[src/ctm_pkg.sv]
// Package for the clock pulse tempo meter: register map, reset values,
// fixed-point constants and the types shared by the front, back and top level.
// No dependencies.
`default_nettype none

package ctm_pkg;

  localparam int NUM_BITS   = 40;  // 6000000 * Q16 factor fits in 23 + 17 bits
  localparam int CENTI_BITS = 20;
  localparam int SUM_BITS   = 24;
  localparam int GRP_BITS   = 5;
  localparam int CNT_BITS   = 7;
  localparam int ADDR_BITS  = 5;
  localparam int DATA_BITS  = 32;

  localparam logic [22:0] CENTI_MINUTE_MS = 23'd6000000;
  localparam logic [CENTI_BITS-1:0] BPM_MAX = 20'd1000000;

  // register indexes (byte address = 4 * index)
  localparam logic [2:0] REG_LEVEL_THRESHOLD   = 3'd0;
  localparam logic [2:0] REG_PULSES_PER_BEAT   = 3'd1;
  localparam logic [2:0] REG_GROUPS_TO_AVERAGE = 3'd2;
  localparam logic [2:0] REG_CORRECTION_Q16    = 3'd3;
  localparam logic [2:0] REG_DIVIDE_RATIO      = 3'd4;

  localparam logic [15:0] RST_LEVEL_THRESHOLD   = 16'd32768;
  localparam logic [6:0]  RST_PULSES_PER_BEAT   = 7'd24;
  localparam logic [4:0]  RST_GROUPS_TO_AVERAGE = 5'd4;
  localparam logic [16:0] RST_CORRECTION_Q16    = 17'd62785;
  localparam logic [6:0]  RST_DIVIDE_RATIO      = 7'd24;

  localparam logic [GRP_BITS-1:0] GROUPS_MAX = 5'd16;

  typedef struct packed {
    logic [15:0] level_threshold;
    logic [6:0]  pulses_per_beat;
    logic [4:0]  groups_to_average;
    logic [16:0] correction_q16;
    logic [6:0]  divide_ratio;
  } ctm_cfg_t;

  // classification handed from the front to the back through the queue
  typedef struct packed {
    logic edge_seen;
    logic divided_tick;
    logic group_done;
  } ctm_flags_t;

  localparam int FLAG_BITS = $bits(ctm_flags_t);

endpackage

`default_nettype wire

[src/ctm_front.sv]
// Front end: edge detection, pulse grouping, divided tick and span per sample.
// Pushes one classified transaction per accepted sample into the queue.
// Depends on ctm_pkg.
`default_nettype none

module ctm_front #(
  parameter int TIME_BITS = 32
) (
  input  wire logic                  clk,
  input  wire logic                  rst_n,
  input  wire ctm_pkg::ctm_cfg_t     cfg,
  input  wire logic                  in_valid,
  output logic                       in_stall,
  input  wire logic [15:0]           in_sample_value,
  input  wire logic [31:0]           in_time_ms,
  input  wire logic                  q_full,
  output logic                       push,
  output ctm_pkg::ctm_flags_t        flags,
  output logic [TIME_BITS-1:0]       span
);

  logic                          was_above_r;
  logic [ctm_pkg::CNT_BITS-1:0]  pulse_count_r;
  logic [ctm_pkg::CNT_BITS-1:0]  tick_count_r;
  logic [TIME_BITS-1:0]          first_stamp_r;

  logic [TIME_BITS+31:0]         stamp_wide;
  logic [TIME_BITS-1:0]          stamp;
  logic [TIME_BITS-1:0]          first;
  logic                          above;
  logic                          rise;
  logic [ctm_pkg::CNT_BITS:0]    pc_inc;
  logic [ctm_pkg::CNT_BITS:0]    tc_inc;
  logic [ctm_pkg::CNT_BITS-1:0]  ratio;
  logic                          grp_done;
  logic                          tick;

  // stamp wraps modulo 2^TIME_BITS
  assign stamp_wide = {{TIME_BITS{1'b0}}, in_time_ms};
  assign stamp      = stamp_wide[TIME_BITS-1:0];

  always_comb begin
    in_stall = q_full;
    push     = in_valid && !q_full;
    above    = in_sample_value > cfg.level_threshold;
    rise     = above && !was_above_r;
    first    = (pulse_count_r == '0) ? stamp : first_stamp_r;
    span     = stamp - first;
    pc_inc   = {1'b0, pulse_count_r} + 1'b1;
    grp_done = pc_inc >= {1'b0, cfg.pulses_per_beat};
    ratio    = (cfg.divide_ratio == '0) ? 7'd1 : cfg.divide_ratio;
    tc_inc   = {1'b0, tick_count_r} + 1'b1;
    tick     = tc_inc >= {1'b0, ratio};
    flags.edge_seen    = rise;
    flags.divided_tick = rise && tick;
    flags.group_done   = rise && grp_done;
  end

  always_ff @(posedge clk) begin
    if (!rst_n) begin
      was_above_r   <= 1'b0;
      pulse_count_r <= '0;
      tick_count_r  <= '0;
      first_stamp_r <= '0;
    end else if (push) begin
      was_above_r <= above;
      if (rise) begin
        first_stamp_r <= first;
        pulse_count_r <= grp_done ? '0 : pc_inc[ctm_pkg::CNT_BITS-1:0];
        tick_count_r  <= tick ? '0 : tc_inc[ctm_pkg::CNT_BITS-1:0];
      end
    end
  end

endmodule

`default_nettype wire

[src/ctm_queue.sv]
// Small FIFO between the front and back ends.
// Register-based storage, combinational read of the head entry.
// No package dependency.
`default_nettype none

module ctm_queue #(
  parameter int WIDTH = 35,
  parameter int DEPTH = 4
) (
  input  wire logic             clk,
  input  wire logic             rst_n,
  input  wire logic             push,
  input  wire logic [WIDTH-1:0] din,
  input  wire logic             pop,
  output logic [WIDTH-1:0]      dout,
  output logic                  nonempty,
  output logic                  full
);

  localparam int PTR_BITS = (DEPTH > 1) ? $clog2(DEPTH) : 1;
  localparam int CNT_BITS = $clog2(DEPTH + 1);
  localparam logic [PTR_BITS-1:0] LAST = PTR_BITS'(DEPTH - 1);

  logic [WIDTH-1:0]    mem_r [DEPTH];
  logic [PTR_BITS-1:0] wr_ptr_r;
  logic [PTR_BITS-1:0] rd_ptr_r;
  logic [CNT_BITS-1:0] count_r;

  assign dout     = mem_r[rd_ptr_r];
  assign nonempty = count_r != '0;
  assign full     = count_r == CNT_BITS'(DEPTH);

  always_ff @(posedge clk) begin
    if (push) begin
      mem_r[wr_ptr_r] <= din;
    end
  end

  always_ff @(posedge clk) begin
    if (!rst_n) begin
      wr_ptr_r <= '0;
      rd_ptr_r <= '0;
      count_r  <= '0;
    end else begin
      if (push) begin
        wr_ptr_r <= (wr_ptr_r == LAST) ? '0 : wr_ptr_r + 1'b1;
      end
      if (pop) begin
        rd_ptr_r <= (rd_ptr_r == LAST) ? '0 : rd_ptr_r + 1'b1;
      end
      unique if (push && !pop) begin
        count_r <= count_r + 1'b1;
      end else if (pop && !push) begin
        count_r <= count_r - 1'b1;
      end else begin
        count_r <= count_r;
      end
    end
  end

`ifndef NO_ASSERTIONS
  a_no_overflow: assert property (@(posedge clk) disable iff (!rst_n)
    full && !pop |=> count_r == CNT_BITS'(DEPTH) || !$past(push))
    else $error("queue written while full");
`endif

endmodule

`default_nettype wire

[src/ctm_div.sv]
// Restoring serial divider, one quotient bit per cycle.
// Shared by the per-group tempo and the average; depends on ctm_pkg.
`default_nettype none

module ctm_div #(
  parameter int DEN_BITS = 32
) (
  input  wire logic                          clk,
  input  wire logic                          rst_n,
  input  wire logic                          start,
  input  wire logic [ctm_pkg::NUM_BITS-1:0]  num,
  input  wire logic [DEN_BITS-1:0]           den,
  output logic                               done,
  output logic [ctm_pkg::NUM_BITS-1:0]       quot
);

  localparam int STEP_BITS = $clog2(ctm_pkg::NUM_BITS + 1);

  logic [DEN_BITS-1:0]           rem_r;
  logic [DEN_BITS-1:0]           den_r;
  logic [ctm_pkg::NUM_BITS-1:0]  quo_r;
  logic [STEP_BITS-1:0]          step_r;
  logic                          busy_r;
  logic                          done_r;

  logic [DEN_BITS:0]             trial;
  logic                          fits;

  assign trial = {rem_r, quo_r[ctm_pkg::NUM_BITS-1]};
  assign fits  = trial >= {1'b0, den_r};
  assign done  = done_r;
  assign quot  = quo_r;

  always_ff @(posedge clk) begin
    if (!rst_n) begin
      busy_r <= 1'b0;
      done_r <= 1'b0;
      step_r <= '0;
    end else begin
      done_r <= 1'b0;
      if (start) begin
        busy_r <= 1'b1;
        step_r <= STEP_BITS'(ctm_pkg::NUM_BITS);
      end else if (busy_r) begin
        step_r <= step_r - 1'b1;
        if (step_r == STEP_BITS'(1)) begin
          busy_r <= 1'b0;
          done_r <= 1'b1;
        end
      end
    end
  end

  // remainder stays below the divisor, so it fits DEN_BITS
  always_ff @(posedge clk) begin
    if (start) begin
      rem_r <= '0;
      den_r <= den;
      quo_r <= num;
    end else if (busy_r) begin
      rem_r <= fits ? DEN_BITS'(trial - {1'b0, den_r}) : trial[DEN_BITS-1:0];
      quo_r <= {quo_r[ctm_pkg::NUM_BITS-2:0], fits};
    end
  end

endmodule

`default_nettype wire

[src/ctm_back.sv]
// Back end: per-group tempo, running sum, average and the output register.
// Uses ctm_div for both divisions; depends on ctm_pkg.
`default_nettype none

module ctm_back #(
  parameter int TIME_BITS = 32
) (
  input  wire logic                           clk,
  input  wire logic                           rst_n,
  input  wire ctm_pkg::ctm_cfg_t              cfg,
  input  wire logic                           q_valid,
  input  wire ctm_pkg::ctm_flags_t            q_flags,
  input  wire logic [TIME_BITS-1:0]           q_span,
  output logic                                pop,
  output logic                                out_valid,
  input  wire logic                           out_stall,
  output logic                                out_edge_seen,
  output logic                                out_divided_tick,
  output logic                                out_bpm_valid,
  output logic [ctm_pkg::CENTI_BITS-1:0]      out_average_bpm_centi,
  output logic                                out_span_error
);

  localparam logic [2:0] S_IDLE   = 3'd0;
  localparam logic [2:0] S_TSTART = 3'd1;
  localparam logic [2:0] S_TWAIT  = 3'd2;
  localparam logic [2:0] S_SUM    = 3'd3;
  localparam logic [2:0] S_ASTART = 3'd4;
  localparam logic [2:0] S_AWAIT  = 3'd5;
  localparam logic [2:0] S_EMIT   = 3'd6;

  logic [2:0]                      state_r;
  logic [2:0]                      state_nxt;
  ctm_pkg::ctm_flags_t             flags_r;
  logic [ctm_pkg::NUM_BITS-1:0]    num_r;
  logic [TIME_BITS-1:0]            den_r;
  logic [ctm_pkg::CENTI_BITS-1:0]  tempo_r;
  logic [ctm_pkg::CENTI_BITS-1:0]  avg_r;
  logic                            err_r;
  logic                            bpmv_r;
  logic [ctm_pkg::SUM_BITS-1:0]    bpm_sum_r;
  logic [ctm_pkg::GRP_BITS-1:0]    group_count_r;

  logic                            out_valid_r;
  logic                            out_edge_r;
  logic                            out_tick_r;
  logic                            out_bpmv_r;
  logic [ctm_pkg::CENTI_BITS-1:0]  out_avg_r;
  logic                            out_err_r;

  logic                            out_free;
  logic                            out_load;
  logic                            direct;
  logic                            span_zero;
  logic [ctm_pkg::GRP_BITS-1:0]    groups;
  logic [ctm_pkg::SUM_BITS-1:0]    sum_nxt;
  logic [ctm_pkg::GRP_BITS-1:0]    gc_inc;
  logic                            avg_now;
  logic [ctm_pkg::NUM_BITS-1:0]    prod;
  logic                            div_start;
  logic                            div_done;
  logic [ctm_pkg::NUM_BITS-1:0]    div_quot;
  logic [ctm_pkg::SUM_BITS-1:0]    q_hi;
  logic [ctm_pkg::CENTI_BITS-1:0]  tempo_div;

  ctm_div #(.DEN_BITS(TIME_BITS)) u_div (
    .clk   (clk),
    .rst_n (rst_n),
    .start (div_start),
    .num   (num_r),
    .den   (den_r),
    .done  (div_done),
    .quot  (div_quot)
  );

  always_comb begin
    out_free  = !out_valid_r || !out_stall;
    pop       = (state_r == S_IDLE) && q_valid && out_free;
    direct    = pop && !q_flags.group_done;
    out_load  = direct || ((state_r == S_EMIT) && out_free);
    span_zero = q_span == '0;
    div_start = (state_r == S_TSTART) || (state_r == S_ASTART);
    prod      = ctm_pkg::NUM_BITS'(ctm_pkg::CENTI_MINUTE_MS)
              * ctm_pkg::NUM_BITS'(cfg.correction_q16);

    priority if (cfg.groups_to_average == '0) begin
      groups = 5'd1;
    end else if (cfg.groups_to_average > ctm_pkg::GROUPS_MAX) begin
      groups = ctm_pkg::GROUPS_MAX;
    end else begin
      groups = cfg.groups_to_average;
    end

    sum_nxt = bpm_sum_r + ctm_pkg::SUM_BITS'(tempo_r);
    gc_inc  = group_count_r + 1'b1;
    avg_now = gc_inc >= groups;

    // drop the Q16 fraction, then saturate
    q_hi      = div_quot[ctm_pkg::NUM_BITS-1:16];
    tempo_div = (q_hi > ctm_pkg::SUM_BITS'(ctm_pkg::BPM_MAX)) ? ctm_pkg::BPM_MAX
              : q_hi[ctm_pkg::CENTI_BITS-1:0];

    state_nxt = state_r;
    unique case (state_r)
      S_IDLE: begin
        if (pop && q_flags.group_done) begin
          state_nxt = span_zero ? S_SUM : S_TSTART;
        end
      end
      S_TSTART: state_nxt = S_TWAIT;
      S_TWAIT:  state_nxt = div_done ? S_SUM : S_TWAIT;
      S_SUM:    state_nxt = avg_now ? S_ASTART : S_EMIT;
      S_ASTART: state_nxt = S_AWAIT;
      S_AWAIT:  state_nxt = div_done ? S_EMIT : S_AWAIT;
      S_EMIT:   state_nxt = out_free ? S_IDLE : S_EMIT;
      default:  state_nxt = S_IDLE;
    endcase
  end

  always_ff @(posedge clk) begin
    if (!rst_n) begin
      state_r       <= S_IDLE;
      bpm_sum_r     <= '0;
      group_count_r <= '0;
      out_valid_r   <= 1'b0;
    end else begin
      state_r <= state_nxt;
      if (state_r == S_SUM) begin
        if (avg_now) begin
          bpm_sum_r     <= '0;
          group_count_r <= '0;
        end else begin
          bpm_sum_r     <= sum_nxt;
          group_count_r <= gc_inc;
        end
      end
      if (out_load) begin
        out_valid_r <= 1'b1;
      end else if (!out_stall) begin
        out_valid_r <= 1'b0;
      end
    end
  end

  always_ff @(posedge clk) begin
    if (pop) begin
      flags_r <= q_flags;
      den_r   <= q_span;
      num_r   <= prod;
      err_r   <= span_zero;
      tempo_r <= ctm_pkg::BPM_MAX;
      bpmv_r  <= 1'b0;
      avg_r   <= '0;
    end
    if ((state_r == S_TWAIT) && div_done) begin
      tempo_r <= tempo_div;
    end
    if ((state_r == S_SUM) && avg_now) begin
      num_r  <= ctm_pkg::NUM_BITS'(sum_nxt);
      den_r  <= TIME_BITS'(groups);
      bpmv_r <= 1'b1;
    end
    if ((state_r == S_AWAIT) && div_done) begin
      avg_r <= div_quot[ctm_pkg::CENTI_BITS-1:0];
    end
    if (direct) begin
      out_edge_r <= q_flags.edge_seen;
      out_tick_r <= q_flags.divided_tick;
      out_bpmv_r <= 1'b0;
      out_avg_r  <= '0;
      out_err_r  <= 1'b0;
    end else if (out_load) begin
      out_edge_r <= flags_r.edge_seen;
      out_tick_r <= flags_r.divided_tick;
      out_bpmv_r <= bpmv_r;
      out_avg_r  <= avg_r;
      out_err_r  <= err_r;
    end
  end

  assign out_valid             = out_valid_r;
  assign out_edge_seen         = out_edge_r;
  assign out_divided_tick      = out_tick_r;
  assign out_bpm_valid         = out_bpmv_r;
  assign out_average_bpm_centi = out_avg_r;
  assign out_span_error        = out_err_r;

`ifndef NO_ASSERTIONS
  a_result_on_edge: assert property (@(posedge clk) disable iff (!rst_n)
    out_valid_r && (out_bpmv_r || out_err_r) |-> out_edge_r)
    else $error("tempo result without a rising edge");

  a_div_done_waited: assert property (@(posedge clk) disable iff (!rst_n)
    div_done |-> state_r == S_TWAIT || state_r == S_AWAIT)
    else $error("divider finished outside a wait state");

  a_group_count_range: assert property (@(posedge clk) disable iff (!rst_n)
    state_r == S_SUM && avg_now |=> group_count_r == '0 && bpm_sum_r == '0)
    else $error("averaging did not clear the running sum");
`endif

endmodule

`default_nettype wire

[src/clock_pulse_tempo_meter.sv]
// Top level of the clock pulse tempo meter: APB configuration registers,
// front end, queue and back end. Depends on ctm_pkg, ctm_front, ctm_queue,
// ctm_back and ctm_div.
`default_nettype none

// Takes one sample per transaction and returns exactly one result transaction
// for it, in order. A sample that does not complete a pulse group passes front,
// queue and back with no divider pass, so such samples stream at one per cycle
// while the back end is idle and the output is not stalled. A sample that
// completes a group with a nonzero span runs the serial divider (one quotient
// bit per cycle) in the back end; when it also completes the averaging window
// a second divider pass follows. The queue (QUEUE_DEPTH entries) lets samples
// keep arriving while the divider works. Registers are to be written over APB
// only while no transaction is in flight; the block itself does not enforce it.
module clock_pulse_tempo_meter #(
  parameter int TIME_BITS   = 32,
  parameter int QUEUE_DEPTH = 4
) (
  input  wire logic                              clk,
  input  wire logic                              rst_n,
  input  wire logic                              in_valid,
  output logic                                   in_stall,
  input  wire logic [15:0]                       in_sample_value,
  input  wire logic [31:0]                       in_time_ms,
  output logic                                   out_valid,
  input  wire logic                              out_stall,
  output logic                                   out_edge_seen,
  output logic                                   out_divided_tick,
  output logic                                   out_bpm_valid,
  output logic [ctm_pkg::CENTI_BITS-1:0]         out_average_bpm_centi,
  output logic                                   out_span_error,
  input  wire logic                              psel,
  input  wire logic                              penable,
  input  wire logic                              pwrite,
  input  wire logic [ctm_pkg::ADDR_BITS-1:0]     paddr,
  input  wire logic [ctm_pkg::DATA_BITS-1:0]     pwdata,
  output logic [ctm_pkg::DATA_BITS-1:0]          prdata,
  output logic                                   pready
);

  localparam int Q_WIDTH = ctm_pkg::FLAG_BITS + TIME_BITS;

  ctm_pkg::ctm_cfg_t      cfg_r;
  logic [2:0]             reg_idx;
  logic                   wr_en;

  logic                   q_full;
  logic                   q_nonempty;
  logic                   push;
  logic                   pop;
  ctm_pkg::ctm_flags_t    f_flags;
  logic [TIME_BITS-1:0]   f_span;
  logic [Q_WIDTH-1:0]     q_dout;
  ctm_pkg::ctm_flags_t    q_flags;
  logic [TIME_BITS-1:0]   q_span;

  assign pready  = 1'b1;
  assign reg_idx = paddr[4:2];
  assign wr_en   = psel && penable && pwrite && pready;

  always_ff @(posedge clk) begin
    if (!rst_n) begin
      cfg_r.level_threshold   <= ctm_pkg::RST_LEVEL_THRESHOLD;
      cfg_r.pulses_per_beat   <= ctm_pkg::RST_PULSES_PER_BEAT;
      cfg_r.groups_to_average <= ctm_pkg::RST_GROUPS_TO_AVERAGE;
      cfg_r.correction_q16    <= ctm_pkg::RST_CORRECTION_Q16;
      cfg_r.divide_ratio      <= ctm_pkg::RST_DIVIDE_RATIO;
    end else if (wr_en) begin
      unique case (reg_idx)
        ctm_pkg::REG_LEVEL_THRESHOLD:   cfg_r.level_threshold   <= pwdata[15:0];
        ctm_pkg::REG_PULSES_PER_BEAT:   cfg_r.pulses_per_beat   <= pwdata[6:0];
        ctm_pkg::REG_GROUPS_TO_AVERAGE: cfg_r.groups_to_average <= pwdata[4:0];
        ctm_pkg::REG_CORRECTION_Q16:    cfg_r.correction_q16    <= pwdata[16:0];
        ctm_pkg::REG_DIVIDE_RATIO:      cfg_r.divide_ratio      <= pwdata[6:0];
        default: ;
      endcase
    end
  end

  always_comb begin
    unique case (reg_idx)
      ctm_pkg::REG_LEVEL_THRESHOLD:   prdata = 32'(cfg_r.level_threshold);
      ctm_pkg::REG_PULSES_PER_BEAT:   prdata = 32'(cfg_r.pulses_per_beat);
      ctm_pkg::REG_GROUPS_TO_AVERAGE: prdata = 32'(cfg_r.groups_to_average);
      ctm_pkg::REG_CORRECTION_Q16:    prdata = 32'(cfg_r.correction_q16);
      ctm_pkg::REG_DIVIDE_RATIO:      prdata = 32'(cfg_r.divide_ratio);
      default:                        prdata = '0;
    endcase
  end

  ctm_front #(.TIME_BITS(TIME_BITS)) u_front (
    .clk             (clk),
    .rst_n           (rst_n),
    .cfg             (cfg_r),
    .in_valid        (in_valid),
    .in_stall        (in_stall),
    .in_sample_value (in_sample_value),
    .in_time_ms      (in_time_ms),
    .q_full          (q_full),
    .push            (push),
    .flags           (f_flags),
    .span            (f_span)
  );

  ctm_queue #(.WIDTH(Q_WIDTH), .DEPTH(QUEUE_DEPTH)) u_queue (
    .clk      (clk),
    .rst_n    (rst_n),
    .push     (push),
    .din      ({f_flags, f_span}),
    .pop      (pop),
    .dout     (q_dout),
    .nonempty (q_nonempty),
    .full     (q_full)
  );

  assign q_flags = q_dout[Q_WIDTH-1:TIME_BITS];
  assign q_span  = q_dout[TIME_BITS-1:0];

  ctm_back #(.TIME_BITS(TIME_BITS)) u_back (
    .clk                   (clk),
    .rst_n                 (rst_n),
    .cfg                   (cfg_r),
    .q_valid               (q_nonempty),
    .q_flags               (q_flags),
    .q_span                (q_span),
    .pop                   (pop),
    .out_valid             (out_valid),
    .out_stall             (out_stall),
    .out_edge_seen         (out_edge_seen),
    .out_divided_tick      (out_divided_tick),
    .out_bpm_valid         (out_bpm_valid),
    .out_average_bpm_centi (out_average_bpm_centi),
    .out_span_error        (out_span_error)
  );

endmodule

`default_nettype wire
[config.mk]
export PLATFORM = sky130hd
export DESIGN_NAME = clock_pulse_tempo_meter
export DESIGN_NICKNAME = d
export VERILOG_FILES = /design/src/ctm_pkg.sv /design/src/ctm_front.sv /design/src/ctm_queue.sv /design/src/ctm_div.sv /design/src/ctm_back.sv /design/src/clock_pulse_tempo_meter.sv
export SDC_FILE = /design/constraint.sdc
export NUM_CORES = 1
export LEC_CHECK = 0
export CAP_MARGIN = 25
export CORE_UTILIZATION = 25
export DETAILED_ROUTE_END_ITERATION = 12
export DONT_BUFFER_PORTS = 1
export HOLD_SLACK_MARGIN = 0.03
export PLACE_DENSITY = 0.38
export SYNTH_ARGS = -nofsm -noshare
export SYNTH_HDL_FRONTEND = slang
export SYNTH_SLANG_ARGS = --single-unit
[constraint.sdc]
create_clock -name clk -period 6.4 [get_ports clk]
set_input_delay 0.64 -clock clk [delete_from_list [all_inputs] [get_ports clk]]
set_output_delay 0.64 -clock clk [all_outputs]
set_load 0.005 [all_outputs]
### After elaboration in Yosys (flattened, before gate mapping)

Memories as Yosys holds them, arrays and structs flattened. A register that Yosys moved wholly into a read port is not among the register bits.
Index checks and enable logic that the tools add are counted.

* flip-flop bits (word level): 391
* memory bits (writable): 140
* bits of input ports: 92
* output and inout bits: 59
* logic and storage cells: 171
* memories kept: 1

* $add $sub $neg: 11
* multiply operators: 1
* $lt $le $gt $ge: 7
* eq/ne operators: 16
* muxes and demuxes: 48
* bitwise gates (word level): 2
* reductions and logical operators: 47

Memories
* u_queue.mem_r: words 4, bits a word 35, read ports 1, clocked after Yosys merged registers in 1, wr ports 1, line ctm_queue.sv:24 `logic [WIDTH-1:0] mem_r [DEPTH];`

Operators by type and width (number)
* $mux 20: 5
* $pmux 17 s5: 1
* $mux 40: 2
* $mux 24: 3
* $mux 32: 2
* $sub 32x32->32: 2
* $ge 33x32->1: 1
* $mul 16x17->33 const A: 1
* $logic_not 32->1: 1
* $mux 5: 5
* $add 24x20->24: 1
* $gt 24x20->1 const B: 1
* $mux 7: 3
* $pmux 3 s7: 1
* $add 7x1->8 const B: 2
* $ge 8x7->1: 2
* $gt 16x16->1: 1
* $logic_and 1x1->1: 16
* $eq 3x3->1 const B: 5
* $logic_not 7->1: 2
* $mux 2: 7
* $mux 1: 13
* $eq 3x2->1 const B: 4
* $mux 3: 4
* 23 further kinds: 47

### Depth between registers and ports, before layout

Gate-level depths: netlist of the first run.

* word-level depth: 7
* depth in mapped cells: 20
* gate-level depth less buffers: 20

### Modules after synthesis

From an unflattened synthesis of the first run, not the netlist that was laid out.

* cells, all modules: 3287
* area total of the unflattened synthesis: 33271.9 um^2

Modules (own cells, without submodules)
* ctm_back: times used 1, cells an instance 1433, area each 13524.2 um^2, seq. area each 4204.0 um^2
* ctm_div: times used 1, cells an instance 635, area each 6343.6 um^2, seq. area each 2962.8 um^2
* ctm_queue: times used 1, cells an instance 227, area each 5561.6 um^2, seq. area each 4384.2 um^2
* ctm_front: times used 1, cells an instance 709, area each 5275.1 um^2, seq. area each 940.9 um^2
* clock_pulse_tempo_meter: times used 1, cells an instance 283, area each 2567.5 um^2, seq. area each 1041.0 um^2

### Worst setup path after synthesis of the first run

No wires, ideal clock.

* kind: register to register
* from: register cfg_r[11] (netlist name)
* to: register u_back.num_r[33] (netlist name)
* library setup time: 0.127 ns
* data arrival time: 5.116 ns
* data required time: 6.273 ns
* setup slack: 1.157 ns
* cell stages (with the launch flop): 21
* path buffers: 0
* clock period less this slack: 5.243 ns
* path through: dfxtp_1 ha_1 inv_1 fa_1 inv_1 fa_1 fa_1 fa_1 inv_1 fa_1 inv_1 ha_1 a21oi_1 or3b_1 nand2_1 nand3b_1 a211o_1 a31oi_1 o311ai_1 xnor2_1 o21ai_1

* longest elaborated chain between the ends: 1

Ends and longest elaborated chain
* from (decl): line clock_pulse_tempo_meter.sv:43 `ctm_pkg::ctm_cfg_t cfg_r;`
* $mul 16x17->33: line ctm_back.sv:84 `* ctm_pkg::NUM_BITS'(cfg.correction_q16);`
* to (signal assigned): line ctm_back.sv:149 `num_r <= prod;`
* to (signal assigned): line ctm_back.sv:159 `num_r <= ctm_pkg::NUM_BITS'(sum_nxt);`
* to (decl): line ctm_back.sv:35 `logic [ctm_pkg::NUM_BITS-1:0] num_r;`

Every way passes these cells.
A chain may end at the register's enable or synchronous reset.

### Worst setup path after layout of the first run

* from: register cfg_r[9] (netlist name)
* to: register u_back.num_r[39] (netlist name)

Same word-level chain as after synthesis.

==> results of run 1 <==
-- worst reg2reg max path, delay by kind of cell (launching register included) --
family,cells,cell delay (ns)
DFF,1,0.61
AOI/OAI and AO/OA,6,1.25
buffers and inverters,4,0.23
and+or+nand+nor,3,0.63
adders and majority gates,7,3.18
-- through the flow --
step | utilization | power [mW]
after floorplan | - | 9.28
after global placement | 0.267 | 10.9
after detailed placement | 0.268 | 10.9
after CTS | 0.285 | 14.9
after global routing | 0.285 | 15.7
final | 0.285 | 14.6
-- kinds of logic after synthesis --
kind of cell | count (synthesis) | synth area share
buffers and inverters | 450 | 0.0567
AND/OR/NAND/NOR | 919 | 0.131
other | 2 | 0.000235
AO/OA/AOI/OAI | 654 | 0.132
multiplexers | 117 | 0.0507
flip-flops | 533 | 0.424
XOR/XNOR | 119 | 0.0327
adder cells (fa/ha/maj) | 376 | 0.173
-- registers in the layout, summed over array words and instances, names as in the netlist, 5 cells and up, named ones only --
signal                        flops
u_back.bpm_sum_r                 24
cfg_r                            52
u_back.u_div.quot                40
u_back.u_div.den_r               32
u_front.tick_count_r              7
u_back.group_count_r              5
u_queue.mem_r                   140
u_back.u_div.rem_r               32
u_back.avg_r                     20
u_back.num_r                     40
u_back.u_div.step_r               6
u_back.out_average_bpm_centi     20
u_back.den_r                     32
u_front.pulse_count_r             7
u_back.tempo_r                   20
u_front.first_stamp_r            32
-- power by group --
group | internal [mW] | switching (mW)
combinational | 2.04 | 3.47
clock | 2.29 | 1.56
sequential | 4.83 | 0.429
-- how the worst min path moves through the flow --
stage / startpoint / endpoint / slack, ns / cells past startpoint
after floorplan: u_back.den_r[0] / u_back.u_div.den_r[0] / 0.40 / 0
after global placement: u_back.den_r[3] / u_back.u_div.den_r[3] / 0.40 / 0
after detailed placement: u_back.den_r[4] / u_back.u_div.den_r[4] / 0.41 / 0
after CTS: pwdata[9] / cfg_r[16] / 0.07 / 2
after global routing: rst_n / cfg_r[26] / 0.09 / 1
final: rst_n / cfg_r[4] / 0.12 / 1
-- synth_stat cells (all sizes together), types with 9 or more instances --
cell type / number
nand4: 19
buf: 42
or3: 12
and2: 46
a22oi: 25
a22o: 10
nand3: 53
nor2: 186
fa: 108
o211ai: 21
o21a: 27
xnor2: 70
inv: 303
mux2i: 74
a21o: 64
nand2b: 27
nand2: 435
o21bai: 9
dfxtp: 247
nand3b: 11
nor4: 22
nor2b: 17
mux4: 35
nor3b: 9
a31oi: 26
ha: 268
edfxtp: 286
and3: 23
xor2: 49
nor3: 34
a211oi: 45
clkbuf: 104
o21ai: 108
a21oi: 234
-- metal layers --
layer  up-vias  routed length [µm]
li1      11038                   -
met1     10455               44500
met2       332               37400
met3        89                3910
met4         2                1710
met5         -                   8
-- cell type report --
type                            count  area, µm²
Fill cell                       13211      90100
Multi-Input combinational cell   2201      16700
Sequential cell                   533      13500
Tap cell                         1650       2060
Clock buffer                       88       1850
Inverter                          304       1140
Clock inverter                     33        357
Timing Repair Buffer               37        339
-- placed cells by master (no fill, tap or decap), drive strengths merged, types with 22 or more instances in the layout --
| cell | synthesis | layout |
|---|---|---|
| nand3 | 53 | 53 |
| edfxtp | 286 | 286 |
| xor2 | 49 | 49 |
| xnor2 | 70 | 70 |
| nor4 | 22 | 22 |
| a22oi | 25 | 25 |
| buf | 42 | 36 |
| o21a | 27 | 27 |
| mux2i | 74 | 74 |
| nand2b | 27 | 27 |
| a21oi | 234 | 234 |
| ha | 268 | 268 |
| and3 | 23 | 23 |
| clkinv | 1 | 22 |
| a211oi | 45 | 45 |
| nor2 | 186 | 186 |
| dfxtp | 247 | 247 |
| clkbuf | 104 | 89 |
| a31oi | 26 | 26 |
| inv | 303 | 306 |
| nor3 | 34 | 34 |
| and2 | 46 | 46 |
| mux4 | 35 | 35 |
| fa | 108 | 108 |
| nand2 | 435 | 435 |
| o21ai | 108 | 108 |
| a21o | 64 | 64 |
==> impl_summary.txt, run 1 <==
----------------------------------------------------
[Layout]
  Proportion of layout cells with a drive suffix above 1 ... 0.0695
  Final std cells w/o fill ... 4846
  Antenna fix cells ... 0
  Synth-to-layout area growth ... 12.7%
  Final-stage net count ... 3613
  Fin area ... between 30000 and 40000 µm²

[Hold path]
  Classification of the worst-slack hold path ... in -> reg

[Timing]
  Maximum operating frequency ... 168 MHz
  Transition time of the tightest slew-check pin ... 0.971 ns
  Max-slew violation count ... 0
  Final setup violation count ... 0
  Least setup slack across all paths after layout ... 0.442 ns
  Hold Worst Slack ... 0.122 ns
  Number of hold violations in the final report ... 0
  Remaining max-slew budget at the tightest pin ... 0.351
  Final sum of negative setup slack ... 0 ns
  Min Clock Period, post-route ... 5.96 ns
  Share of the cycle needed by the critical path after routing ... 0.931
  RSZ-0062 raised after global routing ... false
  Layout Skew ... between 0.03 and 0.04 ns

[Power]
  Power density cells ... 406 nW/µm²
  Leakage dissipation ... 14.4 nW
  Peak supply drop ... around 270 µV

[Yosys]
  Async SR Flop Fraction ... 0
  Sequential fraction of the synthesis area ... 0.424
  Count of mapped cells out of synthesis ... 3170
  Cell taking the most area after synthesis ... edfxtp_1
  Synth top area share ... 0.269
  Most area-consuming cells after synthesis ... edfxtp_1, dfxtp_1, ha_1, fa_1, nand2_1
  Post-synth EDFFs ... 286
  Synthesized area per cell ... 10.1 µm²
  Number of warnings reported in the yosys synthesis log ... 0
  Post-synthesis sequential element count ... 533
  Count of distinct cell types in the synthesized netlist ... 92
  Most frequently used flop master after synthesis ... edfxtp_1
  Mapped cell area ... 31900 µm²

[CTS]
  Number of buffers inserted to repair setup after CTS ... 0
  Root buffer cell ... clkbuf_16
  Gates resized, CTS repair ... 0
  Clock transition time at the flip-flop clock pins of the worst setup and hold paths ... 0.08 ns
  Latest clock arrival within the worst-skew pair ... 0.64 ns
  Maximum count of clock buffers along a single path ... 3
  Num CTS Buffers ... 68
  CTS Sinks ... 533
  Total of hold buffers inserted after clock tree synthesis ... 0
  H-Tree Level Count ... 3
  TritonCTS clock tree ... built

[Setup path]
  Critical R2R Launch ... cfg_r[9]
  Required time of the worst setup path ... ~7.0 ns
  Crit-path max FO ... 9
  Worst setup path end ... u_back.num_r[39]
  Number of buffer and inverter instances along the worst setup path ... 4
  FF-to-FF setup slack ... 0.44 ns
  Number of cells on the worst reg-to-reg path ... 20
  Number of logic stages on the critical path including buffering ... 20
  Kind of start point of the critical path ... register
  Critical path type ... reg -> reg
  Setup crit end kind ... register
  Max stage delay cell, worst path ... dfxtp_1
  Crit. Startpoint ... cfg_r[9]
  Slowest stage delay, CP ... 0.61 ns
  Crit path DAT ... 6.52 ns
  R2r endpoint ... u_back.num_r[39]
  Cell type group with the largest total delay on the critical path ... adder cells
  Critical path, cell by cell ... ha_1 > ha_1 > fa_1 > inv_1 > fa_1 > inv_1 > fa_1 > inv_1 > fa_1 > inv_1 > ha_1 > a21oi_1 > o21ai_0 > nand2_1 > nand4_1 > a31oi_1 > o21ai_0 > nor4_1 > a41oi_1 > a31oi_1

[Global routing]
  Global-route track usage on met2 ... 0.204
  GRT Total Usage ... 0.135
  Largest net degree at the start of global routing ... 63
  Met1 routing resource usage after global routing ... 0.195
  Global routing usage on met3 ... 0.0270
  GR peak layer ... met2
  Wire length of the first global-routing pass ... around 140 mm
  Vias in the first global route ... 22047
  Total gr overflow ... 0
  Initial antenna violation count ... 2

[Drt]
  Drt pass-1 iters ... 5
  DRT iter0 DRCs ... 1178
  Number of vias in the routed layout ... 21916
  Wire per inst ... 18.1 µm
  Total wirelength of the detailed-routed design ... between 80 and 90 mm
  Post-detailed-route via-to-cell ratio ... roughly 4.5
  Antenna-violating nets left ... 0
  Remaining design rule violation count ... 0

[Die]
  Effective utilization at floorplan ... 0.253
  Die width ... roughly 360 µm
  Area enclosed by the die boundary ... approximately 130000 µm²
  Row cnt ... 130
  Floorplan core area ... about 130000 µm²
  IO Pins ... 151
  Height of the chip ... 359 µm

[Placement]
  # placed instances ... roughly 4700
  Worst slack after detailed placement ... between 0.4 and 0.5 ns
  Port bufs ... 0
  Last weighted congestion value of the routability-driven placer ... 0.777
  Post-detail-place hpwl ... 65.1 mm
  Dpl cell area ... ~34000 µm²

[Job]
  Max capacitance violation total ... 0

[Outcome]
  Run status ... finished clean

----------------------------------------------------
Power figures use the tool's default switching activity.
==> run 2, diff against run 1 <==
--- a/config.mk
+++ b/config.mk
@@ -6,11 +6,11 @@
 export NUM_CORES = 1
 export LEC_CHECK = 0
 export CAP_MARGIN = 25
-export CORE_UTILIZATION = 25
+export CORE_UTILIZATION = 59
 export DETAILED_ROUTE_END_ITERATION = 12
 export DONT_BUFFER_PORTS = 1
 export HOLD_SLACK_MARGIN = 0.03
-export PLACE_DENSITY = 0.38
+export PLACE_DENSITY = 0.78
 export SYNTH_ARGS = -nofsm -noshare
 export SYNTH_HDL_FRONTEND = slang
 export SYNTH_SLANG_ARGS = --single-unit
==> constraint.sdc (replaced) <==
create_clock -name clk -period 5.4 [get_ports clk]
set_input_delay 0.54 -clock clk [delete_from_list [all_inputs] [get_ports clk]]
set_output_delay 0.54 -clock clk [all_outputs]
set_load 0.005 [all_outputs]
==> run 2 against run 1 <==
Against the previous run: first-iteration DRC count grew 57%; highest routed layer is now met4; largest cell class unchanged; critical path type unchanged; critical endpoint is now u_back.num_r[38]; fmax grew 11%; final cell count shrank 19%; clock power shrank 1%; via count grew 7.1%; largest power group unchanged; hold slack lost 0.073 ns.
==> impl_summary.txt, run 2 (synthesis gave the netlist of run 1 again) <==
----------------------------------------------------
[Drt]
  Remaining design rule violation count ... 0 (unchanged)
  Drt pass-1 iters ... 6 (was 5)
  Antenna-violating nets left ... 0 (unchanged)
  DRT iter0 DRCs ... 1848 (was 1178)
  Post-detailed-route via-to-cell ratio ... 5.97 (was 4.52)
  Total wirelength of the detailed-routed design ... 77.1 mm (was 87.5 mm)
  Number of vias in the routed layout ... 23474 (was 21916)
  Wire per inst ... 19.6 µm (was 18.1 µm)

[Global routing]
  Wire length of the first global-routing pass ... 121 mm (was 136 mm)
  Total gr overflow ... 0 (unchanged)
  Vias in the first global route ... 22863 (was 22047)
  Largest net degree at the start of global routing ... 78 (was 63)
  Initial antenna violation count ... 0 (was 2)
  GRT Total Usage ... 0.278 (was 0.135)

[Layout]
  Fin area ... 35300 µm² (was 36000 µm²)
  Post-layout utilization of the core ... 0.666 (was 0.285)
  Sequential cell area ... 13600 µm² (was 13500 µm²)
  Largest register FFs ... 140 (unchanged)
  Synth-to-layout area growth ... 10.5% (was 12.7%)
  Leading cell types in the layout, fill and taps excluded ... nand2_1, inv_1, edfxtp_1 (unchanged)
  Combined area of the multi-input logic cells ... 17100 µm² (was 16700 µm²)
  Final-layout fill cell count ... 3974 (was 13211)
  Final-stage net count ... 3664 (was 3613)
  Proportion of layout cells with a drive suffix above 1 ... 0.109 (was 0.0695)
  Final std cells w/o fill ... 3932 (was 4846)
  Commonest non-fill, non-tap cell in the layout ... nand2_1 (unchanged)
  Biggest register ... u_queue.mem_r (unchanged)
  Largest registers ... u_queue.mem_r (140), cfg_r (52) (unchanged)

[Hold path]
  Cell depth of the worst hold path ... 2 (was 1)
  Classification of the worst-slack hold path ... in -> reg (unchanged)
  Startpoint of the tightest hold check path ... pwdata[4] (was rst_n)
  Terminating pin of the worst hold path ... cfg_r[11] (was cfg_r[4])

[Setup path]
  Most Frequent Cell on Critical Path ... fa_1
  Critical path, cell by cell ... buf_4 > ha_1 > inv_2 > fa_1 > inv_1 > fa_2 > fa_1 > fa_1 > fa_2 > ha_2 > o21ai_4 > nand2b_4 > a31o_2 > nand2_1 > a31oi_4 > o211ai_1 > a21boi_1 > o21a_1 > o31ai_2 (was ha_1 > ha_1 > fa_1 > inv_1 > fa_1 > inv_1 > fa_1 > inv_1 > fa_1 > inv_1 > ha_1 > a21oi_1 > o21ai_0 > nand2_1 > nand4_1 > a31oi_1 > o21ai_0 > nor4_1 > a41oi_1 > a31oi_1)
  Critical path type ... reg -> reg (unchanged)
  Required time of the worst setup path ... 5.92 ns (was 6.96 ns)
  Crit path DAT ... 5.90 ns (was 6.52 ns)
  Max stage delay cell, worst path ... fa_2 (was dfxtp_1)
  Number of buffer and inverter instances along the worst setup path ... 3 (was 4)
  Setup crit end kind ... register (unchanged)
  FF-to-FF setup slack ... 0.02 ns (was 0.44 ns)
  R2r endpoint ... u_back.num_r[38] (was u_back.num_r[39])
  Number of cells on the worst reg-to-reg path ... 19 (was 20)
  Critical R2R Launch ... cfg_r[16] (was cfg_r[9])
  Crit-path max FO ... 5 (was 9)
  Cell type group with the largest total delay on the critical path ... adder cells (unchanged)
  Kind of start point of the critical path ... register (unchanged)
  Slowest stage delay, CP ... 0.58 ns (was 0.61 ns)

[Placement]
  Dpl cell area ... 32800 µm² (was 33700 µm²)
  Post-detail-place hpwl ... 55.0 mm (was 65.1 mm)
  Last weighted congestion value of the routability-driven placer ... 0.901 (was 0.777)
  Port bufs ... 0 (unchanged)
  # placed instances ... 3808 (was 4722)

[CTS]
  Clock transition time at the flip-flop clock pins of the worst setup and hold paths ... 0.06 ns (was 0.08 ns)
  Latest clock arrival within the worst-skew pair ... 0.62 ns (was 0.64 ns)
  CTS Sinks ... 533 (unchanged)
  H-Tree Level Count ... 2 (was 3)
  Num CTS Buffers ... 55 (was 68)
  Maximum count of clock buffers along a single path ... 3 (unchanged)
  Root buffer cell ... clkbuf_16 (unchanged)
  TritonCTS clock tree ... built (unchanged)

[Die]
  Area enclosed by the die boundary ... 55000 µm² (was 129000 µm²)
  Row cnt ... 84 (was 130)
  Floorplan core area ... 53000 µm² (was 126000 µm²)
  Die width ... 235 µm (was 359 µm)
  Effective utilization at floorplan ... 0.603 (was 0.253)
  IO Pins ... 151 (unchanged)
  Height of the chip ... 235 µm (was 359 µm)

[Timing]
  Final setup violation count ... 0 (unchanged)
  Max-slew violation count ... 0 (unchanged)
  Transition time of the tightest slew-check pin ... 1.03 ns (was 0.971 ns)
  Remaining max-slew budget at the tightest pin ... 0.312 (was 0.351)
  Final sum of negative setup slack ... 0 ns (unchanged)
  Min Clock Period, post-route ... 5.38 ns (was 5.96 ns)
  Maximum operating frequency ... 186 MHz (was 168 MHz)
  Layout Skew ... 0.0257 ns (was 0.0345 ns)
  Number of hold violations in the final report ... 0 (unchanged)
  RSZ-0062 raised after global routing ... true (was false)
  Share of the cycle needed by the critical path after routing ... 0.996 (was 0.931)

[Outcome]
  Run status ... finished clean (unchanged)

[Power]
  Power density cells ... 475 nW/µm² (was 406 nW/µm²)
  Leakage dissipation ... 14.5 nW (was 14.4 nW)
  Peak supply drop ... 390 µV (was 269 µV)

[Job]
  Max capacitance violation total ... 0 (unchanged)

----------------------------------------------------
==> run 2: changes by cell type in the layout (fill, tap and decap cells not counted), sizes merged <==
cell / change
clkbuf: -15
bufinv: -3
buf: +58
clkinv: +3
dlygate4sd3: +6
clkinvlp: -2
diode: +1
==> run 2: worst max-delay path by stage <==
stage	cells after the start	to	startpoint	slack [ns]
6_report	19	u_back.num_r[38]	cfg_r[16]	0.02
5_1_grt	20	u_back.num_r[33]	cfg_r[13]	-0.1
4_1_cts	20	u_back.num_r[39]	cfg_r[16]	0.004
3_5_place_dp	20	u_back.num_r[39]	cfg_r[12]	-0.24
3_3_place_gp	20	u_back.num_r[39]	cfg_r[12]	-0.12
2_1_floorplan	20	u_back.num_r[33]	cfg_r[11]	0.16
==> run 2: repair_timing <==
action | in CTS | in global routing
resized for setup | 38 | 65
endpoints found under the setup margin | 10 | 13
pin swaps | 20 | 49
hold endpoints to repair | 12 | 0
hold buffers | 6 | 0
setup buffers | 4 | 6
==> run 2: per-stage QoR <==
stage	power, mW	setup WS, ns	hold slack [ns]
after floorplan	11.0	0.157	0.400
after global placement	12.3	-0.116	0.407
after detailed placement	12.6	-0.244	0.405
after CTS	16.5	0.00410	0.0301
after global routing	17.8	-0.0971	0.0319
final	16.8	0.0223	0.0497
==> run 2: per-layer routing <==
metal | global-route usage | up-vias | wire (µm)
li1 | - | 11128 | -
met1 | 0.376 | 11329 | 33300
met2 | 0.457 | 870 | 36500
met3 | 0.0543 | 147 | 5520
met4 | 0.0720 | 0 | 1800
met5 | 0 | - | 0
==> run 2: power breakdown <==
group	total, mW	switching, mW	internal [mW]	leakage [nW]
Sequential	6.24	0.521	5.72	4.67
Combinational	6.72	4.11	2.61	8.96
Clock	3.81	1.64	2.17	0.909
==> run 2: area by class of cell <==
type	count	share of cell area
clock inverter	31	0.00834
antenna	1	0.0000710
inverter	304	0.0324
multi-input combinational	2201	0.485
tap	688	0.0244
timing repair buffer	101	0.0219
clock buffer	73	0.0436
sequential	533	0.385
==> run 2: worst reg2reg max path, cell delays in order, from the launching register on <==
cell and delay (ns):
dfxtp_2 0.35, buf_4 0.14, ha_1 0.33, inv_2 0.08, fa_1 0.53, inv_1 0.05, fa_2 0.56, fa_1 0.43
fa_1 0.53, fa_2 0.58, ha_2 0.29, o21ai_4 0.16, nand2b_4 0.10, a31o_2 0.25, nand2_1 0.11, a31oi_4 0.06
o211ai_1 0.20, a21boi_1 0.12, o21a_1 0.21, o31ai_2 0.20
==> run 3, diff against run 2 <==
--- a/config.mk
+++ b/config.mk
@@ -5,7 +5,7 @@
 export SDC_FILE = /design/constraint.sdc
 export NUM_CORES = 1
 export LEC_CHECK = 0
-export CAP_MARGIN = 25
+export CAP_MARGIN = 20
 export CORE_UTILIZATION = 59
 export DETAILED_ROUTE_END_ITERATION = 12
 export DONT_BUFFER_PORTS = 1
==> constraint.sdc (replaced) <==
create_clock -name clk -period 5.4 [get_ports clk]
set_input_delay 1.35 -clock clk [delete_from_list [all_inputs] [get_ports clk]]
set_output_delay 1.35 -clock clk [all_outputs]
set_load 0.005 [all_outputs]
==> run 3 against run 2 <==
Against the previous run: first-iteration DRC count is 15% lower; wire length is 2.8% lower; flip-flop and latch count stayed put; critical path depth is 3 higher; largest cell class unchanged.
==> impl_summary.txt, run 3 (synthesis gave the netlist of run 1 again) <==
----------------------------------------------------
[CTS]
  TritonCTS clock tree ... built (unchanged)
  Latest clock arrival within the worst-skew pair ... 0.62 ns (about the same)
  Num CTS Buffers ... 56 (was 55)
  Total of hold buffers inserted after clock tree synthesis ... 0 (was 6)
  Clock transition time at the flip-flop clock pins of the worst setup and hold paths ... 0.06 ns (about the same)
  CTS Sinks ... 533 (unchanged)
  Maximum count of clock buffers along a single path ... 3 (unchanged)
  Root buffer cell ... clkbuf_16 (unchanged)
  H-Tree Level Count ... 2 (unchanged)

[Die]
  Row cnt ... 84 (unchanged)
  Die width ... 235 µm (unchanged)
  Height of the chip ... 235 µm (unchanged)
  IO Pins ... 151 (unchanged)
  Effective utilization at floorplan ... 0.603 (unchanged)
  Area enclosed by the die boundary ... 55000 µm² (unchanged)
  Floorplan core area ... 53000 µm² (unchanged)

[Timing]
  RSZ-0062 raised after global routing ... true (unchanged)
  Number of hold violations in the final report ... 0 (unchanged)
  Maximum operating frequency ... 187 MHz (was 186 MHz)
  Max-slew violation count ... 0 (unchanged)
  Hold Worst Slack ... 0.427 ns (was 0.0497 ns)
  Min Clock Period, post-route ... 5.36 ns (was 5.38 ns)
  Layout Skew ... 0.0208 ns (was 0.0257 ns)
  Share of the cycle needed by the critical path after routing ... 0.992 (was 0.996)
  Final setup violation count ... 0 (unchanged)
  Remaining max-slew budget at the tightest pin ... 0.262 (was 0.312)
  Transition time of the tightest slew-check pin ... 1.10 ns (was 1.03 ns)

[Layout]
  Commonest non-fill, non-tap cell in the layout ... nand2_1 (unchanged)
  Synth-to-layout area growth ... 10.9% (was 10.5%)
  Largest registers ... u_queue.mem_r (140), cfg_r (52) (unchanged)
  Final-stage net count ... 3665 (was 3664)
  Leading cell types in the layout, fill and taps excluded ... nand2_1, inv_1, edfxtp_1 (unchanged)
  Proportion of layout cells with a drive suffix above 1 ... 0.111 (was 0.109)
  Final std cells w/o fill ... 3932 (unchanged)
  Antenna fix cells ... 0 (was 1)
  Biggest register ... u_queue.mem_r (unchanged)
  Largest register FFs ... 140 (unchanged)
  Post-layout utilization of the core ... 0.668 (was 0.666)

[Hold path]
  Startpoint of the tightest hold check path ... u_back.den_r[2] (was pwdata[4])
  Classification of the worst-slack hold path ... reg -> reg (was in -> reg)

[Global routing]
  Wire length of the first global-routing pass ... 118 mm (was 121 mm)
  Largest net degree at the start of global routing ... 78 (unchanged)
  Vias in the first global route ... 22844 (was 22863)
  GRT Total Usage ... 0.270 (was 0.278)
  Total gr overflow ... 0 (unchanged)
  Initial antenna violation count ... 0 (unchanged)

[Setup path]
  Kind of start point of the critical path ... register (unchanged)
  Critical path, cell by cell ... buf_4 > ha_1 > ha_1 > inv_1 > fa_1 > inv_1 > fa_1 > fa_1 > inv_1 > fa_1 > inv_1 > ha_4 > nand2_1 > nor2_2 > nand4_1 > nand4_1 > buf_4 > a31oi_4 > o21ai_4 > nor4_4 > a41oi_2 > a31oi_1 (was buf_4 > ha_1 > inv_2 > fa_1 > inv_1 > fa_2 > fa_1 > fa_1 > fa_2 > ha_2 > o21ai_4 > nand2b_4 > a31o_2 > nand2_1 > a31oi_4 > o211ai_1 > a21boi_1 > o21a_1 > o31ai_2)
  Critical R2R Launch ... cfg_r[17] (was cfg_r[16])
  Crit path DAT ... 5.83 ns (was 5.90 ns)
  Crit. Startpoint ... cfg_r[17] (was cfg_r[16])
  Required time of the worst setup path ... 5.87 ns (was 5.92 ns)
  Critical path type ... reg -> reg (unchanged)
  Crit-path max FO ... 5 (unchanged)
  Slowest stage delay, CP ... 0.54 ns (was 0.58 ns)
  Setup crit end kind ... register (unchanged)
  Max stage delay cell, worst path ... fa_1 (was fa_2)

[Placement]
  Last weighted congestion value of the routability-driven placer ... 0.946 (was 0.901)
  # placed instances ... 3818 (was 3808)
  Post-detail-place hpwl ... 54.6 mm (was 55.0 mm)
  Port bufs ... 0 (unchanged)

[Drt]
  DRT iter0 DRCs ... 1567 (was 1848)
  Number of vias in the routed layout ... 23460 (was 23474)
  Total wirelength of the detailed-routed design ... 74.9 mm (was 77.1 mm)
  Post-detailed-route via-to-cell ratio ... 5.97 (about the same)
  Antenna-violating nets left ... 0 (unchanged)
  Remaining design rule violation count ... 0 (unchanged)
  Drt pass-1 iters ... 5 (was 6)
  Wire per inst ... 19.1 µm (was 19.6 µm)

[Power]
  Leakage dissipation ... 14.6 nW (was 14.5 nW)
  Sum of internal, switching and leakage power ... 16.8 mW (about the same)
  Power density cells ... 474 nW/µm² (was 475 nW/µm²)
  Peak supply drop ... 349 µV (was 390 µV)

[Job]
  Max capacitance violation total ... 0 (unchanged)

[Outcome]
  Run status ... finished clean (unchanged)

----------------------------------------------------
## run 3: cell types whose count changed in the layout (fill, tap and decap cells not counted), moves of 4 or more
| cell | before | now |
|---|---|---|
| clkinv_2 | 16 | 6 |
| buf_4 | 91 | 98 |
| dlygate4sd3_1 | 6 | 0 |
| a21oi_1 | 223 | 218 |
| a21oi_2 | 10 | 14 |
| dfxtp_2 | 9 | 5 |
| ha_4 | 19 | 23 |
## run 3: worst max-delay path: cells and delay by family, from the launching register on
kind / cells / cell delay [ns]
fa+ha+maj: 7 / 2.99
flops: 1 / 0.37
compound gates: 4 / 0.65
buf+inv: 6 / 0.51
simple gates: 5 / 0.69
## run 3: per-layer routing
layer | vias up | share of wire | global-route usage
li1 | 11143 | - | -
met1 | 11387 | 0.43 | 0.363
met2 | 783 | 0.48 | 0.450
met3 | 147 | 0.062 | 0.0394
met4 | 0 | 0.027 | 0.0877
met5 | - | 0 | 0
## run 3: repair_timing
action                     in CTS  in global routing
pin swaps                      22                 48
gates resized for setup        43                 71
hold endpoints to repair        0                  0
setup endpoints to repair      10                 14
buffers inserted                5                  4
## run 3: cell type report
| type | instances | area, µm² |
|---|---|---|
| timing repair buffer | 101 | 763 |
| tap | 688 | 861 |
| fill | 4002 | 17600 |
| clock inverter | 24 | 267 |
| sequential | 533 | 13600 |
| clock buffer | 81 | 1620 |
| inverter | 304 | 1140 |
| multi-input combinational | 2201 | 17200 |
## run 3: final timing paths
kind	depth (start not counted)	slack, ns	end
hold / removal	0	0.43	u_back.u_div.den_r[2]
setup reg to reg	22	0.04	u_back.num_r[39]
setup / recovery	22	0.04	u_back.num_r[39]
hold reg to reg	0	0.43	u_back.u_div.den_r[2]
## run 3: report_power, final
| group | switching, mW | internal [mW] |
|---|---|---|
| clock network | 1.62 | 2.25 |
| registers | 0.564 | 5.72 |
| logic | 4.01 | 2.59 |
## run 3: metrics by stage
stage	TNS (ns)	setup WS [ns]	area, µm²
after floorplan	0	0.157	32000
after global placement	-0.764	-0.177	32900
after CTS	0	0.000297	35000
final	0	0.0428	35400
after detailed placement	-1.18	-0.277	32900
after global routing	-0.212	-0.0828	35400
